**src/rtl/ngs_pkg.sv**
```systemverilog
// ngs_pkg: types, widths and constants for the normalized gradient step block
// used by normalized_gradient_step; no dependencies
package ngs_pkg;

  localparam int Q_W        = 16;
  localparam int SUM_W      = 37;
  localparam int SRC_W      = SUM_W + 1;
  localparam int ROOT_W     = 19;
  localparam int REM_W      = 22;
  localparam int PROD_W     = 2 * Q_W;
  localparam int BUF_DEPTH  = 64;
  localparam int ADDR_W     = $clog2(BUF_DEPTH);
  localparam int SQRT_STEPS = SRC_W / 2;
  localparam int DIV_STEPS  = Q_W;
  localparam int IT_W       = 5;

  localparam logic [Q_W-1:0] STEP_RESET = 16'd2048;
  localparam logic [Q_W-1:0] DELTA_MAX  = 16'h7fff;
  localparam logic [Q_W-1:0] DELTA_MIN  = 16'h8000;

  typedef struct packed {
    logic signed [Q_W-1:0] gradient;
    logic                  last;
  } in_item_t;

  typedef struct packed {
    logic signed [Q_W-1:0] delta;
    logic                  last_res;
  } out_item_t;

  typedef enum logic [2:0] {
    ST_IDLE,
    ST_ACC,
    ST_ROOTI,
    ST_SQRT,
    ST_RD,
    ST_MUL,
    ST_OVF,
    ST_DIV
  } state_t;

  // magnitude of a two's complement word, -32768 maps to 32768
  function automatic logic [Q_W-1:0] abs_mag(input logic [Q_W-1:0] v);
    return v[Q_W-1] ? (~v + 16'd1) : v;
  endfunction

endpackage

```
**src/rtl/ngs_ram.sv**
```systemverilog
// ngs_ram: generic simple dual-port ram, one write and one registered read port
// no dependencies
module ngs_ram #(
  parameter int WIDTH = 16,
  parameter int DEPTH = 64
) (
  input  logic                     clk,
  input  logic                     we,
  input  logic [$clog2(DEPTH)-1:0] waddr,
  input  logic [WIDTH-1:0]         wdata,
  input  logic                     re,
  input  logic [$clog2(DEPTH)-1:0] raddr,
  output logic [WIDTH-1:0]         rdata
);

  logic [WIDTH-1:0] mem [DEPTH];

  always_ff @(posedge clk) begin
    if (we) begin
      mem[waddr] <= wdata;
    end
    if (re) begin
      rdata <= mem[raddr];
    end
  end

endmodule

```
**src/rtl/normalized_gradient_step.sv**
```systemverilog
// normalized_gradient_step: buffers a gradient vector, takes its norm and emits
// step_size * g / norm per element; uses ngs_pkg and ngs_ram
//
//  channel | ports                          | handshake
//  --------+--------------------------------+-------------------------------
//  input   | start, busy, in_data           | item taken when start && !busy
//  result  | out_strobe, out_data           | one-cycle strobe, no stall
//  config  | cfg_valid, cfg_ready, cfg_data | write when valid && ready
//
// loading squares each element on the shared multiplier, then adds it to the sum
// on the closing element: a setup step, then the bit-pair square root
// then per result: buffer read, multiply, range check, 16 divide steps
// busy drops when the last result of the vector is presented, that result
// on the port in that same cycle
// reset is synchronous; the gradient buffer is not cleared, nothing else needed
// the receiver cannot stall, results leave on a fixed schedule
module normalized_gradient_step
  import ngs_pkg::*;
#(
  parameter int MAX_LEN = 64
) (
  input  logic            clk,
  input  logic            rst_n,
  input  logic            start,
  output logic            busy,
  input  in_item_t        in_data,
  output logic            out_strobe,
  output out_item_t       out_data,
  input  logic            cfg_valid,
  output logic            cfg_ready,
  input  logic [Q_W-1:0]  cfg_data
);

  localparam int CNT_W = $clog2(MAX_LEN + 1);

  state_t              state_r, state_nxt;
  logic [Q_W-1:0]      step_r;
  logic [SUM_W-1:0]    sum_r, sum_nxt;
  logic [CNT_W-1:0]    cnt_r, cnt_nxt;
  logic [CNT_W-1:0]    k_r, k_nxt;
  logic                last_r, last_nxt;
  logic [PROD_W-1:0]   prod_r, prod_nxt;
  logic [SRC_W-1:0]    src_r, src_nxt;
  logic [REM_W-1:0]    rem_r, rem_nxt;
  logic [ROOT_W-1:0]   root_r, root_nxt;
  logic [IT_W-1:0]     it_r, it_nxt;
  logic [Q_W-1:0]      num_r, num_nxt;
  logic [Q_W-1:0]      q_r, q_nxt;
  logic                ovf_r, ovf_nxt;
  logic                neg_r, neg_nxt;
  logic                out_valid_r, out_valid_nxt;
  out_item_t           out_data_r, out_data_nxt;

  // shared multiplier and shared subtract/compare unit
  logic [Q_W-1:0]      mul_a, mul_b;
  logic [PROD_W-1:0]   mul_p;
  logic [REM_W-1:0]    sub_a, sub_b;
  logic [REM_W:0]      sub_d;
  logic                sub_ge;

  logic                ram_we, ram_re;
  logic [ADDR_W-1:0]   ram_waddr, ram_raddr;
  logic [Q_W-1:0]      ram_rdata;
  logic                vec_done, emit_last;
  logic [Q_W-1:0]      delta_v;

  ngs_ram #(
    .WIDTH (Q_W),
    .DEPTH (BUF_DEPTH)
  ) u_buf (
    .clk   (clk),
    .we    (ram_we),
    .waddr (ram_waddr),
    .wdata (in_data.gradient),
    .re    (ram_re),
    .raddr (ram_raddr),
    .rdata (ram_rdata)
  );

  assign mul_p  = mul_a * mul_b;
  assign sub_d  = {1'b0, sub_a} - {1'b0, sub_b};
  assign sub_ge = ~sub_d[REM_W];

  assign busy       = (state_r != ST_IDLE);
  assign cfg_ready  = 1'b1;
  assign out_strobe = out_valid_r;
  assign out_data   = out_data_r;

  assign vec_done  = last_r || (cnt_r == CNT_W'(MAX_LEN));
  assign emit_last = (CNT_W'(k_r + 1'b1) == cnt_r);
  assign ram_waddr = ADDR_W'(cnt_r);
  assign ram_raddr = ADDR_W'(k_r);

  always_comb begin
    if (neg_r) begin
      delta_v = (ovf_r || q_r[Q_W-1]) ? DELTA_MIN : (~q_r + 16'd1);
    end else begin
      delta_v = (ovf_r || q_r[Q_W-1]) ? DELTA_MAX : q_r;
    end
  end

  always_comb begin
    state_nxt     = state_r;
    sum_nxt       = sum_r;
    cnt_nxt       = cnt_r;
    k_nxt         = k_r;
    last_nxt      = last_r;
    prod_nxt      = prod_r;
    src_nxt       = src_r;
    rem_nxt       = rem_r;
    root_nxt      = root_r;
    it_nxt        = it_r;
    num_nxt       = num_r;
    q_nxt         = q_r;
    ovf_nxt       = ovf_r;
    neg_nxt       = neg_r;
    out_valid_nxt = 1'b0;
    out_data_nxt  = out_data_r;
    ram_we        = 1'b0;
    ram_re        = 1'b0;
    mul_a         = abs_mag(in_data.gradient);
    mul_b         = abs_mag(in_data.gradient);
    sub_a         = {rem_r[REM_W-3:0], src_r[SRC_W-1 -: 2]};
    sub_b         = {1'b0, root_r, 2'b01};

    unique case (state_r)
      ST_IDLE: begin
        if (start) begin
          ram_we    = 1'b1;
          prod_nxt  = mul_p;
          last_nxt  = in_data.last;
          cnt_nxt   = CNT_W'(cnt_r + 1'b1);
          state_nxt = ST_ACC;
        end
      end
      ST_ACC: begin
        sum_nxt   = sum_r + {5'b0, prod_r};
        state_nxt = ST_IDLE;
        if (vec_done) begin
          state_nxt = ST_ROOTI;
        end
      end
      ST_ROOTI: begin
        // epsilon of one lsb keeps the norm at least one
        src_nxt   = {1'b0, sum_r} + 38'd1;
        sum_nxt   = '0;
        rem_nxt   = '0;
        root_nxt  = '0;
        it_nxt    = '0;
        k_nxt     = '0;
        state_nxt = ST_SQRT;
      end
      ST_SQRT: begin
        // one bit pair of the radicand per cycle
        rem_nxt   = sub_ge ? sub_d[REM_W-1:0] : sub_a;
        root_nxt  = {root_r[ROOT_W-2:0], sub_ge};
        src_nxt   = {src_r[SRC_W-3:0], 2'b00};
        it_nxt    = IT_W'(it_r + 1'b1);
        if (it_r == IT_W'(SQRT_STEPS - 1)) begin
          state_nxt = ST_RD;
        end
      end
      ST_RD: begin
        ram_re    = 1'b1;
        state_nxt = ST_MUL;
      end
      ST_MUL: begin
        mul_a     = abs_mag(ram_rdata);
        mul_b     = step_r;
        prod_nxt  = mul_p;
        neg_nxt   = ram_rdata[Q_W-1];
        state_nxt = ST_OVF;
      end
      ST_OVF: begin
        // quotient of 2^16 or more saturates either way
        sub_a     = {6'b0, prod_r[PROD_W-1:Q_W]};
        sub_b     = {3'b0, root_r};
        ovf_nxt   = sub_ge;
        rem_nxt   = sub_a;
        num_nxt   = prod_r[Q_W-1:0];
        q_nxt     = '0;
        it_nxt    = '0;
        state_nxt = ST_DIV;
      end
      ST_DIV: begin
        sub_a   = {1'b0, rem_r[REM_W-3:0], num_r[Q_W-1]};
        sub_b   = {3'b0, root_r};
        rem_nxt = sub_ge ? sub_d[REM_W-1:0] : sub_a;
        q_nxt   = {q_r[Q_W-2:0], sub_ge};
        num_nxt = {num_r[Q_W-2:0], 1'b0};
        it_nxt  = IT_W'(it_r + 1'b1);
        if (it_r == IT_W'(DIV_STEPS)) begin
          // quotient complete: present the result and move on
          rem_nxt       = rem_r;
          q_nxt         = q_r;
          num_nxt       = num_r;
          out_valid_nxt = 1'b1;
          out_data_nxt  = '{delta: delta_v, last_res: emit_last};
          if (emit_last) begin
            cnt_nxt   = '0;
            state_nxt = ST_IDLE;
          end else begin
            k_nxt     = CNT_W'(k_r + 1'b1);
            state_nxt = ST_RD;
          end
        end else begin
          state_nxt = ST_DIV;
        end
      end
      default: begin
        state_nxt = ST_IDLE;
      end
    endcase
  end

  always_ff @(posedge clk) begin
    if (!rst_n) begin
      state_r <= ST_IDLE;
    end else begin
      state_r <= state_nxt;
    end
  end

  always_ff @(posedge clk) begin
    if (!rst_n) begin
      step_r      <= STEP_RESET;
      sum_r       <= '0;
      cnt_r       <= '0;
      k_r         <= '0;
      it_r        <= '0;
      out_valid_r <= 1'b0;
    end else begin
      if (cfg_valid && cfg_ready) begin
        step_r <= cfg_data;
      end
      sum_r       <= sum_nxt;
      cnt_r       <= cnt_nxt;
      k_r         <= k_nxt;
      it_r        <= it_nxt;
      out_valid_r <= out_valid_nxt;
    end
  end

  always_ff @(posedge clk) begin
    last_r     <= last_nxt;
    prod_r     <= prod_nxt;
    src_r      <= src_nxt;
    rem_r      <= rem_nxt;
    root_r     <= root_nxt;
    num_r      <= num_nxt;
    q_r        <= q_nxt;
    ovf_r      <= ovf_nxt;
    neg_r      <= neg_nxt;
    out_data_r <= out_data_nxt;
  end

  // results are spaced by a full element schedule
  a_strobe_gap: assert property (@(posedge clk) disable iff (!rst_n)
    out_strobe |=> !out_strobe)
    else $error("back-to-back result strobes");

  // the closing result leaves the block ready for a new vector
  a_last_idle: assert property (@(posedge clk) disable iff (!rst_n)
    (out_strobe && out_data.last_res) |-> !busy)
    else $error("busy after final result");

  a_cnt_range: assert property (@(posedge clk) disable iff (!rst_n)
    cnt_r <= CNT_W'(MAX_LEN))
    else $error("element count beyond vector length");

  // partial remainder stays below the divisor in a non-saturating divide
  a_rem_bound: assert property (@(posedge clk) disable iff (!rst_n)
    (state_r == ST_DIV && !ovf_r) |-> (rem_r < {3'b0, root_r}))
    else $error("divide remainder out of range");

  a_no_emit_empty: assert property (@(posedge clk) disable iff (!rst_n)
    (state_r == ST_RD) |-> (cnt_r != '0))
    else $error("emission with empty buffer");

endmodule

```
**config.mk**
```make
export PLATFORM = sky130hd
export DESIGN_NAME = normalized_gradient_step
export DESIGN_NICKNAME = d
export VERILOG_FILES = /design/src/rtl/ngs_pkg.sv /design/src/rtl/ngs_ram.sv /design/src/rtl/normalized_gradient_step.sv
export SDC_FILE = /design/constraint.sdc
export NUM_CORES = 2
export LEC_CHECK = 0
export BUFFER_PORTS_ARGS = -buffer_cell sky130_fd_sc_hd__buf_4
export CORE_MARGIN = 3
export CORE_UTILIZATION = 30
export DETAILED_ROUTE_END_ITERATION = 6
export HOLD_SLACK_MARGIN = 0.03
export SLEW_MARGIN = 15
export SYNTH_ARGS = -nofsm -noshare
export SYNTH_HDL_FRONTEND = slang
export SYNTH_SLANG_ARGS = --single-unit
```
**constraint.sdc**
```tcl
create_clock -name clk -period 19.7 [get_ports clk]
set_input_delay 2.955 -clock clk [delete_from_list [all_inputs] [get_ports clk]]
set_output_delay 2.955 -clock clk [all_outputs]
set_load 0.1 [all_outputs]
```
Word level (Yosys, flattened, before mapping):

Memories as Yosys holds them, arrays and structs flattened. A register that Yosys moved wholly into a read port is not among the register bits.
Index checks and enable logic that the tools add are counted.

* eq/ne operators: 17
* bitwise operators: 4
* magnitude comparators: 0
* $mul: 1
* reduce and logical (&&, ||, !) cells: 24
* div/mod/pow operators: 0
* $add $sub $neg: 9
* mux-type cells: 42
* shift operators: 0

Operator list (number)
* 16-bit 2-to-1 mux: 9
* 20-bit one-hot mux with 4 select lines: 1
* 38-bit one-hot mux with 2 select lines: 1
* 37-bit one-hot mux with 2 select lines: 1
* 16-bit one-hot mux with 2 select lines: 2
* 32-bit one-hot mux with 2 select lines: 1
* 20-bit 2-to-1 mux: 3
* 16-bit by 1-bit adder with 16-bit output (second input constant): 3
* 16-bit inverter: 3
* 22-bit one-hot mux with 2 select lines: 1
* 37-bit by 1-bit adder with 38-bit output (second input constant): 1
* 19-bit one-hot mux with 2 select lines: 1
* 37-bit by 32-bit adder with 37-bit output: 1
* 7-bit 2-to-1 mux: 5
* 16-bit by 16-bit multiplier with 32-bit output: 1
* 32-bit 2-to-1 mux: 1
* 7-bit one-hot mux with 2 select lines: 2
* 3-bit one-hot mux with 8 select lines: 1
* 22-bit by 21-bit subtractor with 23-bit output: 1
* 21-bit 2-to-1 mux: 1
* 7-bit by 1-bit adder with 7-bit output (second input constant): 2
* 2-bit AND reduction: 7
* 2-bit nonzero test: 7
* 3-bit equality test (second input constant): 4
* other kinds (19): 37

* ROM bits: 0
* register bits after elaboration: 237
* memories kept: 1
* bits in writable memories: 1024
* input bits: 37
* output and inout port bits: 20
* word-level logic and storage cells: 116
* latch bits: 0

Memories
* u_buf.mem: words 64, bits a word 16, read ports 1, clocked after Yosys merged registers in 1, wr ports 1, RTL line ngs_ram.sv:16 `logic [WIDTH-1:0] mem [DEPTH];`

Logic depth before layout (Yosys ltp):

* depth in word-level cells: 7
* mapped depth: 32
* gate-level depth less buffers: 32

Hierarchy:

Synthesis repeated with hierarchy kept, for this count alone.

* cells, all modules: 4347
* area, all modules: 62809.0 um2

Modules (own cells, without submodules)
* ngs_ram: area each 40202.3 um2, times used 1, seq. area each 31230.0 um2, cells an instance 1829
* normalized_gradient_step: area each 22606.7 um2, times used 1, seq. area each 6356.1 um2, cells an instance 2518

Worst setup path before layout:

OpenSTA, ideal clock, no wires.

* kind: in2reg
* from: input port in_data[8] (netlist bit)
* to: register prod_r[31] (data pin)
* path slack: 9.550 ns
* library setup time: 0.260 ns
* stages: 28
* data required time: 19.440 ns
* data arrival time: 9.890 ns
* cells stage by stage: or4_1 -> or2_1 -> nor2_1 -> nand3_1 -> and3_1 -> o21ai_0 -> and2_1 -> buf_2 -> nand2_1 -> fa_1 -> fa_1 -> fa_1 -> inv_1 -> fa_1 -> fa_1 -> inv_1 -> fa_1 -> inv_1 -> ha_1 -> and4_1 -> o2bb2ai_1 -> a31oi_1 -> a31oi_1 -> a221o_1 -> a311oi_2 -> o21ai_1 -> a21oi_1 -> xnor2_1

* word-level cells in the longest chain between the ends: 7

Ends and longest elaborated chain
* from (decl): RTL line normalized_gradient_step.sv:26 `input in_item_t in_data,`
* 16-bit inverter: RTL line ngs_pkg.sv:44 `return v[Q_W-1] ? (~v + 16'd1) : v;`
* 16-bit by 1-bit adder with 16-bit output: RTL line ngs_pkg.sv:44
* 16-bit 2-to-1 mux *: RTL line ngs_pkg.sv:44
* 16-bit 2-to-1 mux: RTL line normalized_gradient_step.sv:126 `unique case (state_r)`
* 16-bit by 16-bit multiplier with 32-bit output *: RTL line normalized_gradient_step.sv:80 `assign mul_p = mul_a * mul_b;`
* net mul_p[31]: RTL line normalized_gradient_step.sv:56 `logic [PROD_W-1:0] mul_p;`
* 32-bit 2-to-1 mux: RTL line normalized_gradient_step.sv:128 `if (start) begin`
* 32-bit one-hot mux with 2 select lines *: RTL line normalized_gradient_step.sv:126
* to (signal assigned): RTL line normalized_gradient_step.sv:246 `prod_r <= prod_nxt;`
* to (decl): RTL line normalized_gradient_step.sv:42 `logic [PROD_W-1:0] prod_r, prod_nxt;`

Mark *: on every way through the listed nets, which the timed path passes. The rest lies on a longest branch. The select of a mux whose other input is x is not followed.
A chain may end at the register's enable or synchronous reset.

Worst setup path after layout:

* from: input port in_data[8] (netlist bit)
* to: register prod_r[29] (data pin)

The elaborated chain is that of the path after synthesis.

==> metrics.md <==
| Metric | Value |
|---|---|
| Aggregate global routing overflow | 0 |
| Max VDD drop | about 240 uV |
| Chip width | between 400 and 500 microns |
| GR Util All Layers | between 10% and 20% |
| Slew Limit Headroom | between 20% and 30% |
| Total Wirelength | between 150 and 200 mm |
| FP Rows | roughly 170 |
| CP arrival | 11.30 ns |
| Setup CP Type | input pin to register |
| Global-route wire length before repair | approximately 240 mm |
| Initial antenna violation count | 4 |
| Most common cell after layout, fill and taps aside | edfxtp_1 |
| Tcrit/Tclk final | 54.9% |
| Largest net degree at the start of global routing | just over 90 |
| Via count | 35100 |
| RSZ-0062 raised after global routing | no |
| Worst-path clk slew | 0.06 ns |
| Avg Cell Area, Syn | 15.2 sq um |
| Clock buffer depth | 3 |
| Register area share after synthesis | 60.4% |
| Gate count of the mapped netlist | between 4000 and 5000 |
| Final Hold Viols | 0 |
| Layout area overhead | 13.5% |
| Worst EP required | 20.18 ns |
| Area fraction of the dominant cell type after synthesis | a little under 60% |
| Layout fillers | between 15000 and 20000 |
| Yosys cell types | a little under 90 |
| Avg WL per Cell | 23.2 microns |
| I/O Pins | 57 |
| Leak | 0.0242 uW |
| Cell area after synthesis | roughly 62000 sq um |
| Outcome | completed |
| Synth Net Count | 4480 |
| Routed Antenna Nets | 0 |
| Setup Skew | ~0.052 ns |
| DIE HEIGHT | approximately 460 microns |
| Placer Congestion | 0.920 |
| DR vias/cell | roughly 5 |
| Drt pass-1 iters | 5 |
| Nets | approximately 4600 |
| CTS tree | built |
| CORE AREA | just over 200000 sq um |
| Most frequent cells in the layout | edfxtp_1 (1201), nand2_1 (404), mux4_2 (336) |
| Hold WC Path Type | register to register |
| Port Buffers | between 50 and 60 |
| Startpoint types | input pin |
| Fmax | between 0.09 and 0.1 GHz |
| PwrDens | 129 nW/um^2 |
| Slew @ Worst Pin | between 1 and 1.5 ns |
| Final Util | between 30% and 40% |
| Multi-input gate area | ~23000 sq um |
| Clk_lat worst skew | slightly above 0.8 ns |
| Yosys warns | 0 |
| Max-cap violations | 0 |
| TNS Setup | 0 ns |
| Top post-synthesis cells by area | edfxtp_1 (58%), mux4_2 (12%), fa_1 (6.3%) |
| Root buffer cell | clkbuf_16 |
| Share of flip-flops with an asynchronous set or reset | 0% |
| H-Tree Level Count | 4 |
| Tmin final | 10.81 ns |
| DP Wirelength | around 110 mm |
| Clock sink count | approximately 1300 |
| Number of global-route vias before repair | between 30000 and 40000 |
| Starting density of the core | a little under a third |
| Nature of the critical path endpoint | register |
| Setup-failing EPs final | 0 |
| Die area | ~210000 sq um |
| Yosys reg bits | 1277 |
| 1st-iter DRT viols | roughly 3300 |
| CTS buffer count | 134 |
| Area leader, netlist | edfxtp_1 |
| Residual DRC count | 0 |
| Most used DFF post-synth | edfxtp_1 |
| Register area | roughly 38000 sq um |
| Setup Buffers After CTS | 0 |
| Layout cells sized above 1 | between 10% and 20% |
| Post-CTS sizing | 0 |
| Crit-path max FO | 67 |
| Final Max Tran Viols | 0 |
| Post-synth EDFFs | between 1000 and 1500 |
| Hold-fix buffers, CTS | 0 |
## worst paths after layout
| path | from | endpoint | slack, ns | cells after the start |
|---|---|---|---|---|
| worst max-delay path | in_data[8] | prod_r[29] | 8.89 | 28 |
| worst min-delay path | k_r[6] | k_r[6] | 0.49 | 2 |
| worst max register to register | state_r[1] | prod_r[29] | 10.80 | 27 |
| worst min register to register | k_r[6] | k_r[6] | 0.49 | 2 |
## registers in the layout, summed over array words and instances (netlist names), 17 cells and up
signal     count
u_buf.mem   1024
root_r        19
src_r         38
rem_r         20
out_data      17
sum_r         37
prod_r        32
## per-stage QoR
| step | setup WS, ns | total power, uW | hold slack, ns | area, sq um | std cells |
|---|---|---|---|---|---|
| floorplan | 9.55 | 5840 | 0.424 | 62200 | 4080 |
| global placement | 8.26 | 6590 | 0.469 | 66200 | 6744 |
| detailed placement | 8.17 | 6640 | 0.481 | 66200 | 6744 |
| CTS | 8.97 | 9190 | 0.491 | 70600 | 6986 |
| global route | 8.36 | 9780 | 0.526 | 70600 | 6986 |
| finish | 8.89 | 9090 | 0.487 | 70600 | 6988 |
## cell usage after synthesis (5+ instances only)
master and n:
a21o_1 32, nand3_1 45, inv_1 276, nor3_1 20, nand2b_1 16, nand2_1 405
o21ai_0 144, o41ai_1 5, xnor2_1 65, o21a_1 23, xor2_1 79, nor2b_1 48
a31oi_1 11, o211a_1 5, a22o_1 9, o211ai_1 8, and2_1 55, mux2i_1 68
o22ai_1 12, nand4_1 20, a211o_1 7, and4_1 9, o21bai_1 7, clkbuf_1 130
edfxtp_1 1201, and3_1 24, fa_1 196, nor4_1 7, or3_1 12, ha_1 167
mux4_2 336, or2_2 8, o21ai_1 8, o31ai_1 13, buf_2 35, a32o_1 5
or3b_2 5, dfxtp_1 76, nor2_1 266, a21oi_1 107, buf_1 22, a22oi_1 12
## critical path, stage by stage
cell	delay, ns
buf_4	0.31
or4_1	0.62
or2_1	0.23
nor2_1	0.12
nand3_1	0.17
and3_1	0.27
o21ai_0	0.32
and2_1	0.50
nand2_1	0.15
fa_1	0.53
fa_1	0.52
fa_1	0.54
inv_1	0.06
fa_1	0.45
fa_1	0.51
inv_1	0.05
fa_1	0.48
inv_1	0.05
ha_1	0.35
and4_1	0.26
o2bb2ai_1	0.14
a31oi_1	0.21
a31oi_1	0.24
a221o_1	0.45
a311oi_2	0.38
o21bai_1	0.11
a21oi_1	0.19
xnor2_1	0.08
## power breakdown
group	switching, uW	internal [uW]	total, uW
Clock	1120	1410	2530
Combinational	1880	1390	3270
Sequential	79.5	3210	3290
## final cells by class
cell class	count	share of cell area [%]
clock inverter	66	1.19
antenna	2	0.00709
clock buffer	176	5.05
inverter	279	1.49
sequential	1277	53.3
tap	2688	4.76
timing repair buffer	166	1.77
multi-input combinational	2334	32.5
## routing by layer
layer  track usage (%)  part of all wire, %  up-vias
li1                  -                    -    15500
met1              20.4                   42    18300
met2              25.8                   50     1117
met3              2.47                  5.9      202
met4              3.99                  2.3        2
met5                 0               0.0080        -
## cells by family after synthesis
| family | count (synthesis) | synth area share [%] |
|---|---|---|
| and+or+nand+nor | 967 | 7.05 |
| DFF | 1277 | 60.4 |
| AOI/OAI and AO/OA | 453 | 4.60 |
| muxes | 406 | 13.3 |
| xor gates and xnor gates | 144 | 2.03 |
| adders and majority gates | 363 | 9.67 |
| buffers and inverters | 469 | 2.92 |
| other | 1 | 0.00603 |
Power figures use the tool's default switching activity.
